**config.mk**
```make
export PLATFORM = sky130hd
export DESIGN_NAME = utf8_to_java_string_decoder
export DESIGN_NICKNAME = d
export VERILOG_FILES = /design/src/sv/u2j_pkg.sv /design/src/sv/u2j_front.sv /design/src/sv/u2j_queue.sv /design/src/sv/u2j_back.sv /design/src/sv/utf8_to_java_string_decoder.sv
export SDC_FILE = /design/constraint.sdc
export NUM_CORES = 1
export LEC_CHECK = 0
export ABC_AREA = 1
export BUFFER_PORTS_ARGS = -buffer_cell sky130_fd_sc_hd__buf_2
export CAP_MARGIN = 0
export CORE_ASPECT_RATIO = 1.4
export CORE_MARGIN = 4
export CORE_UTILIZATION = 50
export DETAILED_ROUTE_END_ITERATION = 8
export PLACE_DENSITY_LB_ADDON = 0.08
export REMOVE_ABC_BUFFERS = 1
export SYNTH_ARGS = -nofsm -noshare
export SYNTH_HDL_FRONTEND = slang
export SYNTH_SLANG_ARGS = --single-unit
```
**constraint.sdc**
```tcl
create_clock -name i_clk -period 3.4 [get_ports i_clk]
set_input_delay 0.51 -clock i_clk [delete_from_list [all_inputs] [get_ports i_clk]]
set_output_delay 0.51 -clock i_clk [all_outputs]
set_load 0.01 [all_outputs]
```
**src/sv/u2j_pkg.sv**
```systemverilog
`timescale 1ns / 1ps
`default_nettype none

package u2j_pkg;

    // Event handed from the byte decoder to the string accumulator
    localparam int CP_W        = 31;
    localparam int UNIT_W      = 16;
    localparam int CNT_W       = 32;
    localparam int HASH_W      = 32;

    localparam int QUEUE_DEPTH = 4;
    localparam int QUEUE_AW    = $clog2(QUEUE_DEPTH);
    localparam int QUEUE_CW    = $clog2(QUEUE_DEPTH + 1);

    // result kind codes (also the event kind in the queue)
    localparam logic KIND_CHAR = 1'b0;
    localparam logic KIND_END  = 1'b1;

    // output tdata layout, lowest bit first
    localparam int TDATA_W     = 120;
    localparam int TD_PAD_W    = TDATA_W - (CP_W + UNIT_W + CNT_W + 1 + HASH_W + 1);

    typedef struct packed {
        logic              kind;       // KIND_CHAR or KIND_END
        logic [CP_W-1:0]   code_point; // valid for KIND_CHAR
        logic              malformed;  // valid for KIND_END
    } t_u2j_evt;

endpackage

`default_nettype wire

```
**src/sv/u2j_front.sv**
```systemverilog
`timescale 1ns / 1ps
`default_nettype none

// Byte decoder: sequence tracking, code point assembly, malformed detection.
module u2j_front (
    input  wire logic              i_clk,
    input  wire logic              i_rst_n,
    input  wire logic              i_fire,
    input  wire logic [7:0]        i_byte,
    output logic                   o_push,
    output u2j_pkg::t_u2j_evt      o_evt
);
    import u2j_pkg::*;

    localparam logic [7:0] BYTE_NUL  = 8'h00;
    localparam logic [7:0] BYTE_CONT = 8'h80;
    localparam logic [7:0] BYTE_LEAD = 8'hC0;

    logic [CP_W-1:0] r_acc, n_acc;
    logic [2:0]      r_rem, n_rem;
    logic            r_mal, n_mal;
    logic [CP_W-1:0] acc_sh;

    // payload bits kept from the lead byte
    function automatic logic [7:0] lead_mask(input logic [7:0] b);
        logic [7:0] m;
        if (b < 8'hE0)      m = 8'h1F;
        else if (b < 8'hF0) m = 8'h0F;
        else if (b < 8'hF8) m = 8'h07;
        else if (b < 8'hFC) m = 8'h03;
        else                m = 8'h01;
        return m;
    endfunction

    // continuation bytes still to come after the lead
    function automatic logic [2:0] lead_rem(input logic [7:0] b);
        logic [2:0] r;
        if (b < 8'hE0)      r = 3'd1;
        else if (b < 8'hF0) r = 3'd2;
        else if (b < 8'hF8) r = 3'd3;
        else if (b < 8'hFC) r = 3'd4;
        else                r = 3'd5;
        return r;
    endfunction

    assign acc_sh = {r_acc[CP_W-7:0], i_byte[5:0]};

    always_comb begin
        n_acc  = r_acc;
        n_rem  = r_rem;
        n_mal  = r_mal;
        o_push = 1'b0;
        o_evt  = '0;
        if (i_fire) begin
            priority if (i_byte == BYTE_NUL) begin
                o_push          = 1'b1;
                o_evt.kind      = KIND_END;
                o_evt.malformed = r_mal | (r_rem != 3'd0);
                n_acc           = '0;
                n_rem           = 3'd0;
                n_mal           = 1'b0;
            end else if (r_rem != 3'd0) begin
                n_rem = r_rem - 3'd1;
                if (r_rem == 3'd1) begin
                    o_push           = 1'b1;
                    o_evt.kind       = KIND_CHAR;
                    o_evt.code_point = acc_sh;
                    n_acc            = '0;
                end else begin
                    n_acc = acc_sh;
                end
            end else if (i_byte < BYTE_CONT) begin
                o_push           = 1'b1;
                o_evt.kind       = KIND_CHAR;
                o_evt.code_point = {{(CP_W-8){1'b0}}, i_byte};
            end else if (i_byte < BYTE_LEAD) begin
                n_mal = 1'b1;   // stray continuation, dropped
            end else begin
                n_acc = {{(CP_W-8){1'b0}}, i_byte & lead_mask(i_byte)};
                n_rem = lead_rem(i_byte);
            end
        end
    end

    always_ff @(posedge i_clk) begin
        if (!i_rst_n) begin
            r_acc <= '0;
            r_rem <= 3'd0;
            r_mal <= 1'b0;
        end else begin
            r_acc <= n_acc;
            r_rem <= n_rem;
            r_mal <= n_mal;
        end
    end

endmodule

`default_nettype wire

```
**src/sv/u2j_queue.sv**
```systemverilog
`timescale 1ns / 1ps
`default_nettype none

// Small event FIFO between decoder and accumulator.
module u2j_queue (
    input  wire logic              i_clk,
    input  wire logic              i_rst_n,
    input  wire logic              i_push,
    input  wire u2j_pkg::t_u2j_evt i_push_evt,
    output logic                   o_full,
    input  wire logic              i_pop,
    output u2j_pkg::t_u2j_evt      o_pop_evt,
    output logic                   o_empty
);
    import u2j_pkg::*;

    t_u2j_evt              r_mem [QUEUE_DEPTH];
    logic [QUEUE_AW-1:0]   r_wr_ptr, r_rd_ptr;
    logic [QUEUE_CW-1:0]   r_count;
    logic                  do_push, do_pop;

    assign o_full    = (r_count == QUEUE_CW'(QUEUE_DEPTH));
    assign o_empty   = (r_count == '0);
    assign do_push   = i_push && !o_full;
    assign do_pop    = i_pop && !o_empty;
    assign o_pop_evt = r_mem[r_rd_ptr];

    always_ff @(posedge i_clk) begin
        if (do_push) begin
            r_mem[r_wr_ptr] <= i_push_evt;
        end
    end

    always_ff @(posedge i_clk) begin
        if (!i_rst_n) begin
            r_wr_ptr <= '0;
            r_rd_ptr <= '0;
            r_count  <= '0;
        end else begin
            if (do_push) r_wr_ptr <= r_wr_ptr + 1'b1;
            if (do_pop)  r_rd_ptr <= r_rd_ptr + 1'b1;
            unique case ({do_push, do_pop})
                2'b10:   r_count <= r_count + 1'b1;
                2'b01:   r_count <= r_count - 1'b1;
                default: r_count <= r_count;
            endcase
        end
    end

    a_count_bound: assert property (@(posedge i_clk) disable iff (!i_rst_n)
        r_count <= QUEUE_CW'(QUEUE_DEPTH))
        else $error("queue count above depth");

    a_ptr_gap: assert property (@(posedge i_clk) disable iff (!i_rst_n)
        QUEUE_AW'(r_wr_ptr - r_rd_ptr) == QUEUE_AW'(r_count))
        else $error("queue pointers disagree with count");

    a_no_overflow: assert property (@(posedge i_clk) disable iff (!i_rst_n)
        o_full && !do_pop |=> r_count == QUEUE_CW'(QUEUE_DEPTH))
        else $error("queue lost a full entry");

endmodule

`default_nettype wire

```
**src/sv/u2j_back.sv**
```systemverilog
`timescale 1ns / 1ps
`default_nettype none

// String accumulator: count, Latin-1 check, Java hash, output register.
module u2j_back (
    input  wire logic                        i_clk,
    input  wire logic                        i_rst_n,
    input  wire logic                        i_empty,
    input  wire u2j_pkg::t_u2j_evt           i_evt,
    output logic                             o_pop,
    output logic                             o_valid,
    input  wire logic                        i_ready,
    output logic                             o_kind,
    output logic [u2j_pkg::CP_W-1:0]         o_code_point,
    output logic [u2j_pkg::UNIT_W-1:0]       o_code_unit,
    output logic [u2j_pkg::CNT_W-1:0]        o_char_count,
    output logic                             o_fits_latin1,
    output logic [u2j_pkg::HASH_W-1:0]       o_string_hash,
    output logic                             o_malformed
);
    import u2j_pkg::*;

    logic                 r_valid;
    logic                 r_kind;
    logic [CP_W-1:0]      r_cp;
    logic [UNIT_W-1:0]    r_unit;
    logic [CNT_W-1:0]     r_cnt_out;
    logic                 r_lat_out;
    logic [HASH_W-1:0]    r_hash_out;
    logic                 r_mal_out;

    logic [CNT_W-1:0]     r_cnt;
    logic                 r_latin1;
    logic [HASH_W-1:0]    r_hash;

    logic                 load;
    logic [HASH_W-1:0]    hash_next;
    logic [CNT_W-1:0]     cnt_next;

    assign load  = !r_valid || i_ready;
    assign o_pop = load && !i_empty;

    // 31*h + unit as (h << 5) - h + unit
    assign hash_next = {r_hash[HASH_W-6:0], 5'b0} - r_hash
                     + {{(HASH_W-UNIT_W){1'b0}}, i_evt.code_point[UNIT_W-1:0]};
    assign cnt_next  = (r_cnt == '1) ? r_cnt : r_cnt + 1'b1;

    always_ff @(posedge i_clk) begin
        if (!i_rst_n) begin
            r_valid  <= 1'b0;
            r_cnt    <= '0;
            r_latin1 <= 1'b1;
            r_hash   <= '0;
        end else begin
            if (load) r_valid <= o_pop;
            if (o_pop) begin
                if (i_evt.kind == KIND_END) begin
                    r_cnt    <= '0;
                    r_latin1 <= 1'b1;
                    r_hash   <= '0;
                end else begin
                    r_cnt    <= cnt_next;
                    r_latin1 <= r_latin1 & (i_evt.code_point[CP_W-1:8] == '0);
                    r_hash   <= hash_next;
                end
            end
        end
    end

    always_ff @(posedge i_clk) begin
        if (o_pop) begin
            r_kind <= i_evt.kind;
            if (i_evt.kind == KIND_END) begin
                r_cp       <= '0;
                r_unit     <= '0;
                r_cnt_out  <= r_cnt;
                r_lat_out  <= r_latin1;
                r_hash_out <= r_hash;
                r_mal_out  <= i_evt.malformed;
            end else begin
                r_cp       <= i_evt.code_point;
                r_unit     <= i_evt.code_point[UNIT_W-1:0];
                r_cnt_out  <= '0;
                r_lat_out  <= 1'b0;
                r_hash_out <= '0;
                r_mal_out  <= 1'b0;
            end
        end
    end

    assign o_valid       = r_valid;
    assign o_kind        = r_kind;
    assign o_code_point  = r_cp;
    assign o_code_unit   = r_unit;
    assign o_char_count  = r_cnt_out;
    assign o_fits_latin1 = r_lat_out;
    assign o_string_hash = r_hash_out;
    assign o_malformed   = r_mal_out;

    a_end_clears: assert property (@(posedge i_clk) disable iff (!i_rst_n)
        o_pop && i_evt.kind == KIND_END |=> r_cnt == '0 && r_latin1 && r_hash == '0)
        else $error("summary did not clear string state");

    a_no_pop_stalled: assert property (@(posedge i_clk) disable iff (!i_rst_n)
        r_valid && !i_ready |-> !o_pop)
        else $error("queue popped while result stalled");

    a_char_counts: assert property (@(posedge i_clk) disable iff (!i_rst_n)
        o_pop && i_evt.kind == KIND_CHAR && r_cnt == '0 |=> r_cnt == CNT_W'(1))
        else $error("first character not counted");

endmodule

`default_nettype wire

```
**src/sv/utf8_to_java_string_decoder.sv**
```systemverilog
`timescale 1ns / 1ps
`default_nettype none

// Channel   | Dir | Handshake                   | Payload
// ----------+-----+-----------------------------+------------------------------------
// s_axis    | in  | s_axis_tvalid/s_axis_tready | tdata[7:0] utf8_byte
// m_axis    | out | m_axis_tvalid/m_axis_tready | tuser result_kind; tdata see port
//
// One byte per cycle sustained while the event queue has room; a result
// passes through a queue entry, then the output register.
// Front stalls only when the four-entry event queue is full; back drains
// the queue whenever the output register is empty or being taken.
// Synchronous active-low reset clears decoder, queue and string state;
// no clearing pass.
module utf8_to_java_string_decoder (
    input  wire logic         i_clk,
    input  wire logic         i_rst_n,
    input  wire logic         s_axis_tvalid,
    output logic              s_axis_tready,
    input  wire logic [7:0]   s_axis_tdata,   // [7:0] utf8_byte
    output logic              m_axis_tvalid,
    input  wire logic         m_axis_tready,
    // [30:0] code_point, [46:31] code_unit, [78:47] char_count,
    // [79] fits_latin1, [111:80] string_hash, [112] malformed, [119:113] zero
    output logic [u2j_pkg::TDATA_W-1:0] m_axis_tdata,
    output logic              m_axis_tuser    // [0] result_kind
);
    import u2j_pkg::*;

    logic                 fire;
    logic                 push, full, pop, empty;
    t_u2j_evt             push_evt, pop_evt;
    logic [CP_W-1:0]      code_point;
    logic [UNIT_W-1:0]    code_unit;
    logic [CNT_W-1:0]     char_count;
    logic                 fits_latin1;
    logic [HASH_W-1:0]    string_hash;
    logic                 malformed;

    // the decoder emits at most one event per byte, so "not full" is enough
    assign s_axis_tready = !full;
    assign fire          = s_axis_tvalid && s_axis_tready;

    u2j_front u_front (
        .i_clk   (i_clk),
        .i_rst_n (i_rst_n),
        .i_fire  (fire),
        .i_byte  (s_axis_tdata),
        .o_push  (push),
        .o_evt   (push_evt)
    );

    u2j_queue u_queue (
        .i_clk      (i_clk),
        .i_rst_n    (i_rst_n),
        .i_push     (push),
        .i_push_evt (push_evt),
        .o_full     (full),
        .i_pop      (pop),
        .o_pop_evt  (pop_evt),
        .o_empty    (empty)
    );

    u2j_back u_back (
        .i_clk         (i_clk),
        .i_rst_n       (i_rst_n),
        .i_empty       (empty),
        .i_evt         (pop_evt),
        .o_pop         (pop),
        .o_valid       (m_axis_tvalid),
        .i_ready       (m_axis_tready),
        .o_kind        (m_axis_tuser),
        .o_code_point  (code_point),
        .o_code_unit   (code_unit),
        .o_char_count  (char_count),
        .o_fits_latin1 (fits_latin1),
        .o_string_hash (string_hash),
        .o_malformed   (malformed)
    );

    assign m_axis_tdata = {{TD_PAD_W{1'b0}}, malformed, string_hash, fits_latin1,
                           char_count, code_unit, code_point};

endmodule

`default_nettype wire

```
Word level (Yosys, flattened, before mapping)

Memory sizes are Yosys's and may differ from the RTL's. A register that Yosys moved wholly into a read port is not among the register bits.
Index checks and enable logic that the tools add are counted.

Flip-flop bits (word level): 216
RAM bits: 132
Input port bits: 12
Output and inout bits: 123
Word-level logic and storage cells: 109
Memories kept: 1

Memories:

| memory        | depth | width | rd ports | clocked after memory_dff | wr ports | RTL line        | RTL |
|---|---|---|---|---|---|---|---|
| u_queue.r_mem | 4     | 33    | 1        | 1                        | 1        | u2j_queue.sv:17 | `t_u2j_evt r_mem [QUEUE_DEPTH];` |

Add/subtract/negate cells: 8
Magnitude comparators: 6
Equality and inequality tests: 10
Mux-type cells: 47
Bitwise logic cells: 3
Reductions and logical operators: 17

Operator list:

| operator              | count |
|---|---|
| $mux 32               | 4 |
| $mux 25               | 5 |
| $mux 8                | 9 |
| $mux 31               | 2 |
| $lt 8x8->1 const B    | 6 |
| $mux 33               | 1 |
| $add 32x1->32 const B | 1 |
| $add 32x16->32        | 1 |
| $eq 32x32->1 const B  | 1 |
| $sub 32x32->32        | 1 |
| $logic_not 23->1      | 1 |
| $mux 3                | 7 |
| $mux 1                | 15 |
| $and 8x8->8           | 1 |
| $logic_not 8->1       | 1 |
| $mux 2                | 3 |
| $ne 2x1->1 const B    | 3 |
| $ne 3x1->1 const B    | 2 |
| $pmux 3 s2            | 1 |
| $sub 3x1->3 const B   | 2 |
| $add 2x1->2 const B   | 2 |
| $logic_and 1x1->1     | 4 |
| $reduce_and 4->1      | 1 |
| $reduce_bool 2->1     | 2 |
| 13 further kinds      | 15 |

Longest topological paths before layout

Depth after elaboration: 15
Gate-level depth with buffers: 22
Depth with buffers taken out: 19

Hierarchy

A second synthesis with hierarchy kept.

Cells, all modules: 2110
Area total of the unflattened synthesis: 17558.1 µm²

Modules (own cells, without submodules):

| module                      | times used | cells an instance | area each (µm²) | sequential area each (µm²) |
|---|---|---|---|---|
| u2j_back                    | 1          | 1382              | 10100.9         | 4264.1 |
| u2j_queue                   | 1          | 389               | 5407.7          | 4144.0 |
| u2j_front                   | 1          | 326               | 1964.4          | 580.6 |
| utf8_to_java_string_decoder | 1          | 13                | 85.1            | 0.0 |

Worst setup path after synthesis

Ideal clock, no wire load.

Path kind: input to register
From: input port m_axis_tready
To: register u_queue.r_count[2]
Library setup time: 0.122 ns
Arrival time: 3.545 ns
Required time: 3.278 ns
Slack: -0.267 ns
Stages: 11
Path buffers: 2
Cells stage by stage: nor2_1 > a31oi_1 > buf_2 > buf_2 > ha_1 > inv_1 > fa_1 > a21oi_1 > o21ai_0 > o21ai_0 > a21oi_1

Longest elaborated chain between the ends: 5
Elaborated cells on any way between the ends: 7
Classes of those cells: 2 x eq/ne; 1 x mux; 4 x reduce/logical

RTL lines:

| element                                         | RTL line                          | RTL |
|---|---|---|
| start, declared                                 | utf8_to_java_string_decoder.sv:22 | `input wire logic m_axis_tready,` |
| $logic_or 1x1->1 (*)                            | u2j_back.sv:40                    | `assign load = !r_valid \|\| i_ready;` |
| $logic_and 1x1->1 (*)                           | u2j_back.sv:41                    | `assign o_pop = load && !i_empty;` |
| net pop                                         | utf8_to_java_string_decoder.sv:31 | `logic push, full, pop, empty;` |
| $logic_and 1x1->1 (*)                           | u2j_queue.sv:25                   | `assign do_pop = i_pop && !o_empty;` |
| $eq 2x1->1 or $eq 2x2->1 (tied branches)        | u2j_queue.sv:42                   | `unique case ({do_push, do_pop})` |
| $pmux 3 s2 or $reduce_bool 2->1 (tied branches) | -                                 |  |
| end signal, assigned                            | u2j_queue.sv:43                   | `2'b10: r_count <= r_count + 1'b1;` |
| end signal, assigned                            | u2j_queue.sv:44                   | `2'b01: r_count <= r_count - 1'b1;` |
| end signal, assigned                            | u2j_queue.sv:45                   | `default: r_count <= r_count;` |
| end, declared                                   | u2j_queue.sv:19                   | `logic [QUEUE_CW-1:0] r_count;` |

The timed path passes the listed nets; every way through them passes the cells marked *.
A chain may end at the register's enable or synchronous reset.

==> metrics <==
status=finished clean; maximum root-to-sink buffer count=3; Ant. Diodes=0; CTS Hold Bufs=0; minimum clock period=3180 ps; total track usage=between 20 and 25%; Std-Cell Rows=79; via count=13061; syn_area_per_cell=8.577 sq um; number of port buffers=between 100 and 150; IR Drop Worst-Case VDD=0.5750 mV; Worst Tran Pin Value=1273 ps; Vias per Instance=5.116; YS warnings=0; vias in the first global route=12685; Fin Setup TNS=0 ps; most common cell after layout, fill and taps aside=nand2_1; Layout Skew=16.61 ps; crit path kind=reg -> reg; Post-synth EDFFs=230; #FFs+latches synth=roughly 330; worst hold slack=269.1 ps; Int Pwr=approximately 11 mW; sw frac=43.76%; layout cells sized above 1=13.00%; final hold violations=0; CTS Root Buffer Type=clkbuf_16; WP data arrival=3560 ps; post-synthesis cell type count=46; worst skew pair latency=530 ps; Area growth syn-to-layout=13.15%; Filler Cell Count=roughly 3100; Antenna Nets Post-Route=0; first-iteration detailed-routing DRC count=817; Worst Path Required=~3800 ps; Pwr Density=989.8 nW/um^2; initial antenna violation count=0; Worst R2R Path Depth=15; DRC=0; Sink Count=334; WL/cell=16.73 um; Mapped Area=~17000 sq um; grt ovf=0; starting density of the core=50.67%; hold depth=3; largest net degree at the start of global routing=58; Final #Nets=2166; core region area=~33000 sq um; multi-input combinational cell area=6364 sq um; die height=225.1 um; Worst setup EP type=flop; Post-CTS Setup Repair Bufs=0; H-tree Lvls=2; Post-synth top flop=edfxtp_1; # setup viols final=0; NetSw=around 8.2 mW; Crit Path Max Fanout=51; Die Area=36700 sq um; most frequent cells in the layout=nand2_1, inv_1, nor2_1, edfxtp_1, nand3_1; part of the power in combinational logic=approximately 50%; crit path launch type=flop; Slew headroom=between 10% and 20%; CTS tree=yes; Peak Freq=314.5 MHz; Clock power frac=19.1%; Seq pwr share=30.9%; # IOs=135; maxcap violations=0; CTS buffer count=34; fin crit share=93.52%; count of pins over their slew limit=0; drt first pass iters=5; first-pass GRT wire length=~67 mm; Seq/Total Area, Yosys=53.41%; post-cts sizing count=0; placer's final routability congestion estimate=0.9352; sequential standard cell area=8990 sq um; Post-DP HPWL=around 30 mm; Tightest Hold Check Type=in -> reg; Synth async-reset ratio=0%; detailed-route wire length=42.71 mm; Clock transition at path regs=60 ps; Die Wd=163.1 um; Gate Count Post-Synth=1962; Static Leak=8.037 nW
==> registers in the layout, summed over array words and instances (netlist names), 2 cells and up, named ones only <==
name and flops:
u_back.o_char_count 32, u_back.o_code_point 16, u_back.o_code_unit 15, u_back.o_string_hash 32, u_back.r_cnt 32, u_back.r_hash 32
u_front.r_acc 25, u_front.r_rem 3, u_queue.r_count 3, u_queue.r_mem 132, u_queue.r_rd_ptr 2, u_queue.r_wr_ptr 2
==> layout make-up <==
| type | instances | area share [%] |
|---|---|---|
| sequential | 334 | 47.21 |
| multi-input combinational | 1263 | 33.42 |
| inverter | 281 | 5.553 |
| timing repair buffer | 168 | 5.263 |
| clock buffer | 51 | 5.119 |
| tap | 445 | 2.924 |
| clock inverter | 11 | 0.5060 |
==> power groups by stage <==
stage	logic [mW]	clock network (mW)	registers, mW
floorplan	5.84	0	5.95
global placement	9.30	0	5.90
finish	9.42	3.60	5.83
detailed placement	9.36	0	5.91
global route	10.6	3.87	5.91
CTS	9.41	3.70	5.83
==> Yosys cell counts (2+ instances only) <==
cell type | number | share of area [%]
buf_6 | 2 | 0.13
a21oi_2 | 9 | 0.47
dfxtp_1 | 104 | 12
fa_1 | 13 | 1.5
ha_1 | 59 | 4.4
nor2_1 | 241 | 5.4
buf_2 | 19 | 0.57
nand3_2 | 2 | 0.12
xnor2_1 | 2 | 0.10
or2_2 | 5 | 0.19
nand3_1 | 134 | 4.0
buf_1 | 11 | 0.25
and2_1 | 2 | 0.074
nand3b_1 | 3 | 0.13
a21oi_1 | 115 | 3.4
o21ai_0 | 53 | 1.6
clkbuf_1 | 31 | 0.69
o21a_1 | 3 | 0.13
nand4_1 | 27 | 1.0
o21bai_1 | 3 | 0.13
o21ai_1 | 8 | 0.24
nor2_2 | 5 | 0.19
a32o_1 | 3 | 0.18
edfxtp_1 | 230 | 41
nor2_4 | 3 | 0.20
nor3_1 | 34 | 1.0
o22ai_1 | 2 | 0.074
inv_1 | 267 | 6.0
buf_4 | 26 | 1.2
nand2_1 | 497 | 11
nor3_2 | 5 | 0.30
inv_2 | 13 | 0.29
xor2_1 | 18 | 0.94
==> routing by layer <==
metal  share of wire, %  vias up  track usage [%]
met5                  0        -                0
met4                3.3        0            8.446
met3                3.9       84            3.038
met2                 52      257            42.39
met1                 41     6163            27.70
li1                   -     6557                -
==> worst max-delay path, stage by stage (launching register included) <==
cell and delay [ps]:
dfxtp_2 350, buf_12 250, nand2_1 80, a32o_1 290, fa_1 540, inv_1 40, ha_1 360, nand2_1 120
nor2_1 190, nand3_1 160, nand3_1 220, nand3_1 150, nand2_1 80, nand2_1 50, nand3_1 70, a21oi_1 60
==> worst paths after layout <==
path	startpoint	endpoint	slack, ps
min reg2reg	u_back.r_latin1	u_back.r_latin1	440
max	flop	u_back.r_hash[18]	220
min	s_axis_tdata[2]	u_front.r_acc[2]	270
max reg2reg	flop	u_back.r_hash[18]	220
==> per-stage QoR <==
| step | std cells | setup WS [ps] | power [mW] | instance area (sq um) | util, % |
|---|---|---|---|---|---|
| floorplan | 1878 | -7605 | 11.79 | 16370 | - |
| global placement | 2490 | 200.5 | 15.20 | 17920 | 53.96 |
| detailed placement | 2490 | 129.3 | 15.27 | 17920 | 53.96 |
| CTS | 2552 | 123.4 | 18.94 | 18990 | 57.19 |
| global route | 2553 | -11.34 | 20.41 | 19040 | 57.33 |
| finish | 2553 | 220.2 | 18.85 | 19040 | 57.33 |
==> cell families after synthesis <==
logic type,after synthesis,share of synthesized area (%)
buffers and inverters,371,9.152
adder cells (fa/ha/maj),72,5.933
AND/OR/NAND/NOR,962,23.94
XOR/XNOR,20,1.041
AO/OA/AOI/OAI,202,6.498
flip-flops,334,53.41
other,1,0.02228
Power figures use the tool's default switching activity.
